File: config.mk
export PLATFORM = sky130hd
export DESIGN_NAME = repeating_decimal_to_fraction
export DESIGN_NICKNAME = d
export VERILOG_FILES = /design/src/rtl/core/rdf_pkg.sv /design/src/rtl/core/rdf_dp.sv /design/src/rtl/core/rdf_ctrl.sv /design/src/rtl/core/repeating_decimal_to_fraction.sv
export SDC_FILE = /design/constraint.sdc
export NUM_CORES = 2
export LEC_CHECK = 0
export ABC_AREA = 1
export BUFFER_PORTS_ARGS = -buffer_cell sky130_fd_sc_hd__buf_4
export CORE_ASPECT_RATIO = 1.75
export CORE_MARGIN = 2
export CORE_UTILIZATION = 50
export CTS_CLUSTER_SIZE = 25
export DETAILED_ROUTE_END_ITERATION = 10
export PLACE_DENSITY = 0.69
export SLEW_MARGIN = 20
export SYNTH_ARGS = -nofsm -noshare
export SYNTH_HDL_FRONTEND = slang
export SYNTH_HIERARCHICAL = 1
export SYNTH_SLANG_ARGS = --single-unit
File: constraint.sdc
create_clock -name clock -period 9.8 [get_ports clock]
set_clock_uncertainty 0.1 [all_clocks]
set_input_delay 0.98 -clock clock [delete_from_list [all_inputs] [get_ports clock]]
set_output_delay 0.98 -clock clock [all_outputs]
set_load 0.01 [all_outputs]
File: src/rtl/core/rdf_pkg.sv
package rdf_pkg;

   localparam int DATA_W = 60;
   localparam int CHAR_W = 8;
   localparam int MAX_DIGITS_DEFAULT = 18;
   localparam int DIV_CNT_W = $clog2(DATA_W);
   localparam logic [DIV_CNT_W-1:0] DIV_LAST = DIV_CNT_W'(DATA_W - 1);

   localparam logic [CHAR_W-1:0] CHAR_DOT   = 8'h2E;
   localparam logic [CHAR_W-1:0] CHAR_OPEN  = 8'h28;
   localparam logic [CHAR_W-1:0] CHAR_CLOSE = 8'h29;
   localparam logic [CHAR_W-1:0] CHAR_ZERO  = 8'h30;
   localparam logic [CHAR_W-1:0] CHAR_NINE  = 8'h39;

   typedef enum logic [1:0] {
      FLD_INT,
      FLD_FRAC,
      FLD_REP,
      FLD_AFTER
   } rdf_field_type;

   typedef enum logic [2:0] {
      ST_ACC,
      ST_LOAD,
      ST_GCD,
      ST_DIV,
      ST_DONE
   } rdf_state_type;

   typedef struct packed {
      logic take;
      logic load;
      logic gcd_step;
      logic div_init;
      logic div_step;
      logic out_load;
   } rdf_cmd_type;

   typedef struct packed {
      logic gcd_done;
   } rdf_status_type;

endpackage

File: src/rtl/core/rdf_dp.sv
module rdf_dp #(
   parameter int MAX_DIGITS = rdf_pkg::MAX_DIGITS_DEFAULT
) (
   input  logic                        clock,
   input  logic                        reset,
   input  logic [rdf_pkg::CHAR_W-1:0]  req_ch,
   input  rdf_pkg::rdf_cmd_type        cmd,
   output rdf_pkg::rdf_status_type     status,
   output logic [rdf_pkg::DATA_W-1:0]  rsp_numerator,
   output logic [rdf_pkg::DATA_W-1:0]  rsp_denominator,
   output logic                        rsp_overflow
);
   import rdf_pkg::*;

   localparam int CNT_W = $clog2(MAX_DIGITS + 1);
   localparam logic [CNT_W-1:0] CNT_MAX = CNT_W'(MAX_DIGITS);
   localparam logic [DATA_W-1:0] ONE = DATA_W'(1);

   function automatic logic [DATA_W-1:0] mul10(input logic [DATA_W-1:0] x);
      return {x[DATA_W-4:0], 3'b000} + {x[DATA_W-2:0], 1'b0};
   endfunction

   function automatic logic [2*DATA_W-1:0] div_bit(input logic [DATA_W-1:0] rem,
                                                  input logic [DATA_W-1:0] q,
                                                  input logic [DATA_W-1:0] dvs);
      logic [DATA_W:0] rem_sh;
      logic [DATA_W:0] diff;
      rem_sh = {rem, q[DATA_W-1]};
      diff = rem_sh - {1'b0, dvs};
      if (!diff[DATA_W]) begin
         return {diff[DATA_W-1:0], q[DATA_W-2:0], 1'b1};
      end else begin
         return {rem_sh[DATA_W-1:0], q[DATA_W-2:0], 1'b0};
      end
   endfunction

   rdf_field_type     fld_ff, fld_in;
   logic [CNT_W-1:0]  cnt_ff, cnt_in;
   logic              too_long_ff, too_long_in;
   logic              rep_seen_ff, rep_seen_in;
   logic [DATA_W-1:0] x1_ff, x1_in;
   logic [DATA_W-1:0] x2_ff, x2_in;
   logic [DATA_W-1:0] pf_ff, pf_in;
   logic [DATA_W-1:0] pfr_ff, pfr_in;

   logic [DATA_W-1:0] a_ff, a_in;
   logic [DATA_W-1:0] b_ff, b_in;
   logic [DATA_W-1:0] n0_ff, n0_in;
   logic [DATA_W-1:0] d0_ff, d0_in;
   logic [DATA_W-1:0] rn_ff, rn_in;
   logic [DATA_W-1:0] rd_ff, rd_in;
   logic              ovf_ff, ovf_in;

   logic [DATA_W-1:0] num_ff, num_in;
   logic [DATA_W-1:0] den_ff, den_in;
   logic              out_ovf_ff, out_ovf_in;

   logic              is_mark;
   logic              is_digit;
   logic [DATA_W-1:0] dig;
   logic [DATA_W-1:0] num_load;
   logic [DATA_W-1:0] den_load;
   logic [DATA_W:0]   diff_ab;
   logic [DATA_W-1:0] diff_ba;

   assign is_mark  = (req_ch == CHAR_DOT) || (req_ch == CHAR_OPEN) || (req_ch == CHAR_CLOSE);
   assign is_digit = (req_ch >= CHAR_ZERO) && (req_ch <= CHAR_NINE);
   assign dig      = {{(DATA_W-4){1'b0}}, req_ch[3:0]};

   always_comb begin
      fld_in      = fld_ff;
      cnt_in      = cnt_ff;
      too_long_in = too_long_ff;
      rep_seen_in = rep_seen_ff;
      x1_in       = x1_ff;
      x2_in       = x2_ff;
      pf_in       = pf_ff;
      pfr_in      = pfr_ff;
      if (cmd.load) begin
         fld_in      = FLD_INT;
         cnt_in      = '0;
         too_long_in = 1'b0;
         rep_seen_in = 1'b0;
         x1_in       = '0;
         x2_in       = '0;
         pf_in       = ONE;
         pfr_in      = ONE;
      end else if (cmd.take) begin
         if (is_mark) begin
            if (fld_ff != FLD_AFTER) begin
               fld_in = rdf_field_type'(fld_ff + 2'd1);
            end
         end else if (is_digit && (fld_ff != FLD_AFTER) && !too_long_ff) begin
            if (cnt_ff >= CNT_MAX) begin
               too_long_in = 1'b1;
            end else begin
               cnt_in = cnt_ff + CNT_W'(1);
               unique case (fld_ff)
                  FLD_INT: begin
                     x1_in = mul10(x1_ff) + dig;
                     x2_in = mul10(x2_ff) + dig;
                  end
                  FLD_FRAC: begin
                     x1_in  = mul10(x1_ff) + dig;
                     x2_in  = mul10(x2_ff) + dig;
                     pf_in  = mul10(pf_ff);
                     pfr_in = mul10(pfr_ff);
                  end
                  FLD_REP: begin
                     x2_in       = mul10(x2_ff) + dig;
                     pfr_in      = mul10(pfr_ff);
                     rep_seen_in = 1'b1;
                  end
                  FLD_AFTER: begin
                  end
               endcase
            end
         end
      end
   end

   always_ff @(posedge clock) begin
      if (reset) begin
         fld_ff      <= FLD_INT;
         cnt_ff      <= '0;
         too_long_ff <= 1'b0;
         rep_seen_ff <= 1'b0;
         x1_ff       <= '0;
         x2_ff       <= '0;
         pf_ff       <= ONE;
         pfr_ff      <= ONE;
      end else begin
         fld_ff      <= fld_in;
         cnt_ff      <= cnt_in;
         too_long_ff <= too_long_in;
         rep_seen_ff <= rep_seen_in;
         x1_ff       <= x1_in;
         x2_ff       <= x2_in;
         pf_ff       <= pf_in;
         pfr_ff      <= pfr_in;
      end
   end

   always_comb begin
      priority if (too_long_ff) begin
         num_load = '0;
         den_load = ONE;
      end else if (rep_seen_ff) begin
         num_load = x2_ff - x1_ff;
         den_load = pfr_ff - pf_ff;
      end else begin
         num_load = x1_ff;
         den_load = pf_ff;
      end
   end

   // Binary gcd: common factors of two are stripped from the operands as well,
   // so the final divisions use the odd part of the gcd left in b.
   assign diff_ab = {1'b0, a_ff} - {1'b0, b_ff};
   assign diff_ba = b_ff - a_ff;

   always_comb begin
      a_in   = a_ff;
      b_in   = b_ff;
      n0_in  = n0_ff;
      d0_in  = d0_ff;
      rn_in  = rn_ff;
      rd_in  = rd_ff;
      ovf_in = ovf_ff;
      priority if (cmd.load) begin
         a_in   = num_load;
         b_in   = den_load;
         n0_in  = num_load;
         d0_in  = den_load;
         ovf_in = too_long_ff;
      end else if (cmd.gcd_step && (a_ff != '0)) begin
         priority if (!a_ff[0] && !b_ff[0]) begin
            a_in  = a_ff >> 1;
            b_in  = b_ff >> 1;
            n0_in = n0_ff >> 1;
            d0_in = d0_ff >> 1;
         end else if (!a_ff[0]) begin
            a_in = a_ff >> 1;
         end else if (!b_ff[0]) begin
            b_in = b_ff >> 1;
         end else if (!diff_ab[DATA_W]) begin
            a_in = diff_ab[DATA_W-1:0];
         end else begin
            b_in = diff_ba;
         end
      end else if (cmd.div_init) begin
         rn_in = '0;
         rd_in = '0;
      end else if (cmd.div_step) begin
         {rn_in, n0_in} = div_bit(rn_ff, n0_ff, b_ff);
         {rd_in, d0_in} = div_bit(rd_ff, d0_ff, b_ff);
      end
   end

   always_ff @(posedge clock) begin
      a_ff   <= a_in;
      b_ff   <= b_in;
      n0_ff  <= n0_in;
      d0_ff  <= d0_in;
      rn_ff  <= rn_in;
      rd_ff  <= rd_in;
      ovf_ff <= ovf_in;
   end

   assign num_in     = cmd.out_load ? n0_ff : num_ff;
   assign den_in     = cmd.out_load ? d0_ff : den_ff;
   assign out_ovf_in = cmd.out_load ? ovf_ff : out_ovf_ff;

   always_ff @(posedge clock) begin
      num_ff     <= num_in;
      den_ff     <= den_in;
      out_ovf_ff <= out_ovf_in;
   end

   assign status.gcd_done = (a_ff == '0);
   assign rsp_numerator   = num_ff;
   assign rsp_denominator = den_ff;
   assign rsp_overflow    = out_ovf_ff;

endmodule

File: src/rtl/core/rdf_ctrl.sv
module rdf_ctrl (
   input  logic                    clock,
   input  logic                    reset,
   input  logic                    req_valid,
   input  logic                    req_last,
   output logic                    req_ready,
   output logic                    rsp_valid,
   input  logic                    rsp_ready,
   input  rdf_pkg::rdf_status_type status,
   output rdf_pkg::rdf_cmd_type    cmd
);
   import rdf_pkg::*;

   rdf_state_type        state_ff, state_in;
   logic [DIV_CNT_W-1:0] cnt_ff, cnt_in;
   logic                 rsp_valid_ff, rsp_valid_in;

   always_ff @(posedge clock) begin
      if (reset) begin
         state_ff     <= ST_ACC;
         cnt_ff       <= '0;
         rsp_valid_ff <= 1'b0;
      end else begin
         state_ff     <= state_in;
         cnt_ff       <= cnt_in;
         rsp_valid_ff <= rsp_valid_in;
      end
   end

   always_comb begin
      state_in     = state_ff;
      cnt_in       = cnt_ff;
      rsp_valid_in = rsp_valid_ff && !rsp_ready;
      cmd          = '0;
      req_ready    = 1'b0;
      unique case (state_ff)
         ST_ACC: begin
            req_ready = 1'b1;
            if (req_valid) begin
               cmd.take = 1'b1;
               if (req_last) begin
                  state_in = ST_LOAD;
               end
            end
         end
         ST_LOAD: begin
            cmd.load = 1'b1;
            state_in = ST_GCD;
         end
         ST_GCD: begin
            if (status.gcd_done) begin
               cmd.div_init = 1'b1;
               cnt_in       = DIV_LAST;
               state_in     = ST_DIV;
            end else begin
               cmd.gcd_step = 1'b1;
            end
         end
         ST_DIV: begin
            cmd.div_step = 1'b1;
            if (cnt_ff == '0) begin
               state_in = ST_DONE;
            end else begin
               cnt_in = cnt_ff - DIV_CNT_W'(1);
            end
         end
         ST_DONE: begin
            if (!rsp_valid_ff || rsp_ready) begin
               cmd.out_load = 1'b1;
               rsp_valid_in = 1'b1;
               state_in     = ST_ACC;
            end
         end
         default: begin
            state_in = ST_ACC;
         end
      endcase
   end

   assign rsp_valid = rsp_valid_ff;

endmodule

File: src/rtl/core/repeating_decimal_to_fraction.sv
// Characters are taken at one transfer per cycle while a number is being read.
// After the transfer marked last the block passes through a load state, the
// binary gcd steps and the bit-serial division, then writes the output register
// once no earlier result waits there; no character is taken meanwhile.
// Synchronous active-high reset clears the accumulators, the state machine and
// the result valid flag.
module repeating_decimal_to_fraction #(
   parameter int MAX_DIGITS = rdf_pkg::MAX_DIGITS_DEFAULT
) (
   input  logic                       clock,
   input  logic                       reset,
   input  logic                       req_valid,
   output logic                       req_ready,
   input  logic [rdf_pkg::CHAR_W-1:0] req_ch,
   input  logic                       req_last,
   output logic                       rsp_valid,
   input  logic                       rsp_ready,
   output logic [rdf_pkg::DATA_W-1:0] rsp_numerator,
   output logic [rdf_pkg::DATA_W-1:0] rsp_denominator,
   output logic                       rsp_overflow
);
   import rdf_pkg::*;

   rdf_cmd_type    cmd;
   rdf_status_type status;

   rdf_ctrl u_ctrl (
      .clock     (clock),
      .reset     (reset),
      .req_valid (req_valid),
      .req_last  (req_last),
      .req_ready (req_ready),
      .rsp_valid (rsp_valid),
      .rsp_ready (rsp_ready),
      .status    (status),
      .cmd       (cmd)
   );

   rdf_dp #(
      .MAX_DIGITS (MAX_DIGITS)
   ) u_dp (
      .clock           (clock),
      .reset           (reset),
      .req_ch          (req_ch),
      .cmd             (cmd),
      .status          (status),
      .rsp_numerator   (rsp_numerator),
      .rsp_denominator (rsp_denominator),
      .rsp_overflow    (rsp_overflow)
   );

`ifndef SYNTHESIS
   a_den_nonzero: assert property (@(posedge clock) disable iff (reset)
      rsp_valid |-> (rsp_denominator != '0))
      else $error("Result transfer with a zero denominator.");

   a_overflow_zero: assert property (@(posedge clock) disable iff (reset)
      (rsp_valid && rsp_overflow) |-> ((rsp_numerator == '0) && (rsp_denominator == DATA_W'(1))))
      else $error("Overflow result is not zero over one.");

   a_last_stalls: assert property (@(posedge clock) disable iff (reset)
      (req_valid && req_ready && req_last) |=> !req_ready)
      else $error("Input still ready after the last character.");

   a_load_once: assert property (@(posedge clock) disable iff (reset)
      cmd.out_load |=> rsp_valid)
      else $error("Result register written without raising valid.");
`endif

endmodule

==> summary by stage, run 1 <==
Run status
The flow did not finish. The stage where the run came to a stop is global routing. The first error in the log reads "[ERROR GRT-0116] Global routing finished with congestion. Check the congestion regions in the DRC Viewer".

Synthesis
The share of the yosys chip area belonging to registers is 0.250. The combinational family with the most area after synthesis is simple AND/OR/NAND/NOR gates. The number of nets in the synthesized netlist is between 10,000 and 15,000. The area of the mapped netlist is around 0.08 sq mm.

During synthesis, Yosys emitted a total of 6 warnings. The synthesized flop and latch total is around 740. The post-synthesis xor/xnor area fraction is 0.0322. The number of flops mapped to enable cells by yosys is around 480. The primary flip-flop cell chosen by synthesis mapping is sky130_fd_sc_hd__edfxtp_1.

After synthesis, the share of cell area in mux cells is 0. A synthesized cell averages slightly above 6 sq um. The complex-gate fraction of the synthesized area is 0.154. Of all flip-flops after synthesis, the portion carrying an async set or reset was 0.

The number of cells produced by synthesis is approximately 13,000. The number of different library cells used by synthesis comes to 56. The synthesized-area fraction occupied by adder cells is 0.115. The area share of and/or/nand/nor cells after synthesis is 0.334.

Clock tree
The clock tree root buffer cell is sky130_fd_sc_hd__clkbuf_16. The clock tree buffer depth is 3. The total CTS buffers is between 80 and 90. CTS saw about 740 sinks. The H-tree depth is 3. Buffers added to address setup during post-CTS repair amount to 0.

Gates resized during post-CTS repair numbered 0. The number of hold-repair buffers added at the cts stage is 0.

Place
The worst setup timing slack at the placement stage is between 3 and 4 ns. Routability-driven placement finished with a final weighted congestion of 1.30. Detailed placement ended at an HPWL of 353 mm.

Port buffering added 135 buffers.

Global route
Across every metal layer, demand over resource in global routing totals 0.645. The number of global-route vias before repair came to between 100k and 150k. Entering global routing, the biggest net connects around 160 pins.

The first global-routing pass estimated about 760 mm of wire. The total overflow left after global routing is about 530.

Floorplanning
The die outline height is 529 microns. After floorplanning, the core was divided into about 190 placement rows. In this run the horizontal extent of the chip is between 300 and 400 microns. For this configuration, the core starts out at a cell density of 0.504. The top-level port count is around 140.
[synthesized netlist by cell type, types with 14 or more instances]
| master | count | area [sq um] |
|---|---|---|
| sky130_fd_sc_hd__nand3b_1 | 17 | 128 |
| sky130_fd_sc_hd__o21ai_1 | 30 | 150 |
| sky130_fd_sc_hd__nand2_2 | 33 | 206 |
| sky130_fd_sc_hd__nand2_1 | 3479 | 13100 |
| sky130_fd_sc_hd__buf_1 | 14 | 52.6 |
| sky130_fd_sc_hd__nor4_1 | 32 | 200 |
| sky130_fd_sc_hd__nand4_1 | 170 | 1060 |
| sky130_fd_sc_hd__nand3_1 | 998 | 4990 |
| sky130_fd_sc_hd__ha_1 | 707 | 8850 |
| sky130_fd_sc_hd__xor2_1 | 246 | 2150 |
| sky130_fd_sc_hd__inv_1 | 2075 | 7790 |
| sky130_fd_sc_hd__a21boi_0 | 19 | 143 |
| sky130_fd_sc_hd__a21oi_1 | 1109 | 5550 |
| sky130_fd_sc_hd__o211ai_1 | 51 | 383 |
| sky130_fd_sc_hd__buf_2 | 60 | 300 |
| sky130_fd_sc_hd__buf_6 | 16 | 180 |
| sky130_fd_sc_hd__inv_2 | 18 | 67.6 |
| sky130_fd_sc_hd__o21a_1 | 68 | 510 |
| sky130_fd_sc_hd__clkbuf_1 | 130 | 488 |
| sky130_fd_sc_hd__edfxtp_1 | 482 | 14500 |
| sky130_fd_sc_hd__nor2_1 | 1527 | 5730 |
| sky130_fd_sc_hd__or2_2 | 19 | 119 |
| sky130_fd_sc_hd__dfxtp_1 | 259 | 5180 |
| sky130_fd_sc_hd__o21ai_0 | 755 | 3780 |
| sky130_fd_sc_hd__nor3_1 | 92 | 460 |
| sky130_fd_sc_hd__xnor2_1 | 44 | 385 |
| sky130_fd_sc_hd__o21bai_1 | 119 | 893 |
| sky130_fd_sc_hd__o21ai_2 | 30 | 263 |
| sky130_fd_sc_hd__a21o_1 | 35 | 263 |
[cell families after synthesis]
kind of cell | Yosys count
DFF | 741
and+or+nand+nor | 6409
xor gates and xnor gates | 290
buffers and inverters | 2331
adders and majority gates | 719
AOI/OAI and AO/OA | 2247
[metal layers]
layer,GRT usage,GRT overflow
met1,0.610,5
met5,0.133,2
met4,0.692,187
met3,0.411,13
met2,0.897,326
[through the flow]
step	instances	utilization	cell area, sq um
after floorplan	12700	-	78800
after global placement	14700	0.523	81800
after detailed placement	14700	0.523	81800
after CTS	14900	0.541	84600
==> run 2: changes to the inputs <==
- CORE_ASPECT_RATIO: 1.75 -> default
- CORE_UTILIZATION: 50 -> 35
- CTS_CLUSTER_SIZE: 25 -> default
- PLACE_DENSITY: 0.69 -> default
- PLACE_DENSITY_LB_ADDON: default -> 0.15
==> run 2 against run 1 <==
The run now ends clean. Synthesized cell count unchanged. Synthesized area unchanged.
==> summary by stage, run 2 <==
Power and ir drop
The total design power is ~25 mW. Across the VDD grid, the largest voltage drop is ~0.2 mV. For this design the static power due to leakage is between 40 and 50 nW.

The power density of the placed cells is around 280 mW/mm^2.

Drt
In the routed layout, each cell is associated on average with a via count of 5.52. For this run, the detailed router's first-pass iteration total came to 8. In this run the remaining antenna-violating nets after routing total 0. The detailed router finished its first iteration with between 10,000 and 15,000 violations. For this block, the routed nets add up to 403 mm of wire. The DRC violation count after routing is 0. The average wire length per cell after detail routing is approximately 25 microns. The routed layout has roughly 90,000 vias.

Final layout
Leaving out fill and tap cells, the most frequent cell in the layout is sky130_fd_sc_hd__nand2_1. The storage element area is 0.0197 sq mm. Counting the fill cells in the layout gives around 25,000. The area used by multi-input combinational logic is 0.0502 sq mm.

The number of nets in the final layout is 13,500. The relative area change from synthesis to final layout is 9.86%. Summing all non-filler instances in the final layout gives an area of roughly 0.087 sq mm. The count of non-filler cells in the finished layout is between 15,000 and 20,000. Of the cells placed in the final design, the portion with a size suffix greater than 1 is 0.0405. The library cells used most frequently in the layout, excluding fill and tap cells, are sky130_fd_sc_hd__nand2_1, sky130_fd_sc_hd__inv_1, sky130_fd_sc_hd__nor2_1. The utilization of the core after routing is 0.386.

STA
For the pin with the worst max-slew slack, the measured transition is approximately 1.2 ns. The final hold violation count is 0. Setup violations remaining at the end of the flow were counted as 0.

The number of pins exceeding their max-slew limit in the final report came to 0. The worst hold margin is about 0.33 ns. Dividing the final minimum period by the clock period gives 0.608. The clock period minus worst slack is around 6.0 ns.

The fmax is approximately 170 MHz. Setup total negative slack on the finished layout was measured at 0 ns. After layout, the worst setup slack is around 3.8 ns.

The remaining max-slew budget at the tightest pin is 0.177. Setup repair after global routing left no endpoint under its margin.

Clock tree
After clock tree synthesis, the clock-pin slew on the worst setup and hold paths is ~0.070 ns. The number of hold-repair buffers added at the cts stage is 0 (unchanged). The H-tree depth came to 3 (unchanged).

The number of sinks handled by clock tree synthesis came to 741 (unchanged). The total CTS buffers came to 100 (+22%). The count of instances resized after the clock tree is built is 0 (unchanged).

TritonCTS built the clock tree. The clock tree root buffer cell is sky130_fd_sc_hd__clkbuf_16. The clock latency at the later pin of the worst-skew pair is 0.78 ns. The setup fix buffers added after clock tree synthesis was 0 (unchanged). The clock tree buffer depth came to 3 (unchanged).

Synthesis
The number of cells produced by synthesis came to 12,700 (unchanged). The total nets after synthesis is 13,500 (unchanged). The most used flip-flop cell after synthesis is sky130_fd_sc_hd__edfxtp_1. The yosys synthesis warning count is 6 (unchanged). By count the netlist is led by sky130_fd_sc_hd__nand2_1, sky130_fd_sc_hd__inv_1, sky130_fd_sc_hd__nor2_1. The share of Yosys cell area claimed by the top area cell type was 0.184 (unchanged). The number of different library cells in the post-synthesis netlist came to 56 (unchanged).

The cell type contributing the most total cell area after synthesis is sky130_fd_sc_hd__edfxtp_1. Yosys instantiated no cell more often than sky130_fd_sc_hd__nand2_1. Yosys attributes the largest share of cell area to sky130_fd_sc_hd__edfxtp_1, sky130_fd_sc_hd__nand2_1, sky130_fd_sc_hd__ha_1, sky130_fd_sc_hd__inv_1, sky130_fd_sc_hd__nor2_1. The number of flops mapped to enable cells by yosys is 482 (unchanged). The area of the mapped netlist is 0.0788 sq mm (unchanged). The synthesized flop and latch total is 741 (unchanged). The average cell area after synthesis is 6.18 sq um (unchanged). The share of the yosys chip area belonging to registers is 0.250 (unchanged). The post-synthesis async set-or-reset flop share is 0 (unchanged).

Floorplanning
The die outline height is 478 microns (-9.6%). The core region area is between 0.2 and 0.25 sq mm. The die footprint is about 0.23 sq mm. The top-level port count is 136 (unchanged). The die width came to 478 microns (+57%). The number of core rows is 174 (-9.4%). The starting density of the core is 0.351 (-0.152).

Worst setup path
The slack of the worst reg-to-reg path is 3.85 ns. STA classifies the critical path startpoint as a register. Counting cells, the worst reg-to-reg path comes to 15. The endpoint required time on the critical path is roughly 10 ns. The endpoint of the most critical register-to-register path is u_dp/d0_ff[57]. The critical path arrival is around 6.2 ns. The category of the worst setup path capture point is a register. The worst setup path category is register to register. Of all nets on the critical path, the largest fanout is 67.

In this run the critical register-to-register path is launched from u_dp/a_ff[18].

Place
The worst setup timing slack at the placement stage is 4.10 ns (+0.336 ns). The cell count after placement is 15,700 (+6.6%). The routability congestion estimate from global placement is 1.10 (-15%). The placed cell area is 0.0831 sq mm (+1.6%).

The placed wire-length estimate was 340 mm (-3.6%). The count of input and output buffers is 135 (unchanged).

Global route
Entering global routing, the biggest net connects just over 80 pins. The wire length of the first global-routing pass is roughly 570 mm. The number of antenna violations at the first check in global routing was 34. Global routing finished with a remaining overflow of 0.

For this run, the total global-route usage over all layers was measured as 0.339. The number of global-route vias before repair is slightly above 80,000.

Hold path
The end of the worst hold path is u_dp/rsp_numerator[55]. The type of the worst min-delay path is register to register. The critical hold path startpoint is u_dp/n0_ff[55]. Counting instances, the worst hold path has a depth of 0.

Run
The count of max-cap constraint violations is 0.

Run status
The flow ran to the end, and the final reports show no timing, DRC or antenna violations.
[run 2: cell counts after synthesis]
Identical to the previous run, type by type.
[run 2: area by class of cell]
type                    count  share of cell area
repair buffers            208              0.0180
flip-flops and latches    741               0.227
clock inverters            67             0.00973
well taps                2992              0.0433
inverters                2097              0.0913
diodes                     11            0.000318
multi-input cells        9665               0.580
clock buffers             117              0.0301
[run 2: power by group]
group	leakage [nW]	internal (mW)	switching, mW
registers	6.53	4.75	0.812
logic	35.0	3.99	11.1
clock network	1.67	2.31	1.69
total	43.2	11.1	13.6
[run 2: how the worst max path moves through the flow]
| stage | slack [ns] | startpoint | depth (start not counted) | endpoint |
|---|---|---|---|---|
| floorplan | 1.47 | u_dp/a_ff[23] | 12 | u_dp/rd_ff[0] |
| global placement | 4.02 | u_dp/a_ff[54] | 15 | u_dp/d0_ff[56] |
| detailed placement | 4.10 | u_dp/a_ff[54] | 12 | u_dp/rd_ff[44] |
| CTS | 4.10 | u_dp/a_ff[19] | 12 | u_dp/rd_ff[44] |
| global route | 3.73 | u_dp/a_ff[19] | 12 | u_dp/rd_ff[51] |
| finish | 3.85 | u_dp/a_ff[18] | 15 | u_dp/d0_ff[57] |
[run 2: logic make-up (layout without fill, tap and decap cells)]
family | Yosys count | in the layout | synth area share
other cells | 0 | 11 | 0
buf+inv | 2331 | 2489 | 0.114
compound gates | 2247 | 2247 | 0.154
simple gates | 6409 | 6409 | 0.334
fa+ha+maj | 719 | 719 | 0.115
xor+xnor | 290 | 290 | 0.0322
flops | 741 | 741 | 0.250
[run 2: per-layer routing]
layer | wire length (microns) | track usage
met1 | 185000 | 0.494
met2 | 158000 | 0.475
met3 | 43100 | 0.0853
met4 | 16400 | 0.125
met5 | 163 | 0
[run 2: critical path, stage by stage (launching register included)]
cell	delay [ns]
sky130_fd_sc_hd__edfxtp_1	0.44
sky130_fd_sc_hd__nor4_1	0.57
sky130_fd_sc_hd__nand2_1	0.33
sky130_fd_sc_hd__nor3_1	0.28
sky130_fd_sc_hd__nand3_1	0.23
sky130_fd_sc_hd__inv_1	0.14
sky130_fd_sc_hd__inv_1	0.05
sky130_fd_sc_hd__nand3_1	0.13
sky130_fd_sc_hd__inv_1	0.06
sky130_fd_sc_hd__nand2_1	0.56
sky130_fd_sc_hd__nand2_1	0.73
sky130_fd_sc_hd__clkinv_2	0.63
sky130_fd_sc_hd__o21ai_0	0.16
sky130_fd_sc_hd__o21ai_0	0.21
sky130_fd_sc_hd__inv_6	0.30
sky130_fd_sc_hd__buf_4	0.45
Note: power is estimated with default switching activity, not from simulation.
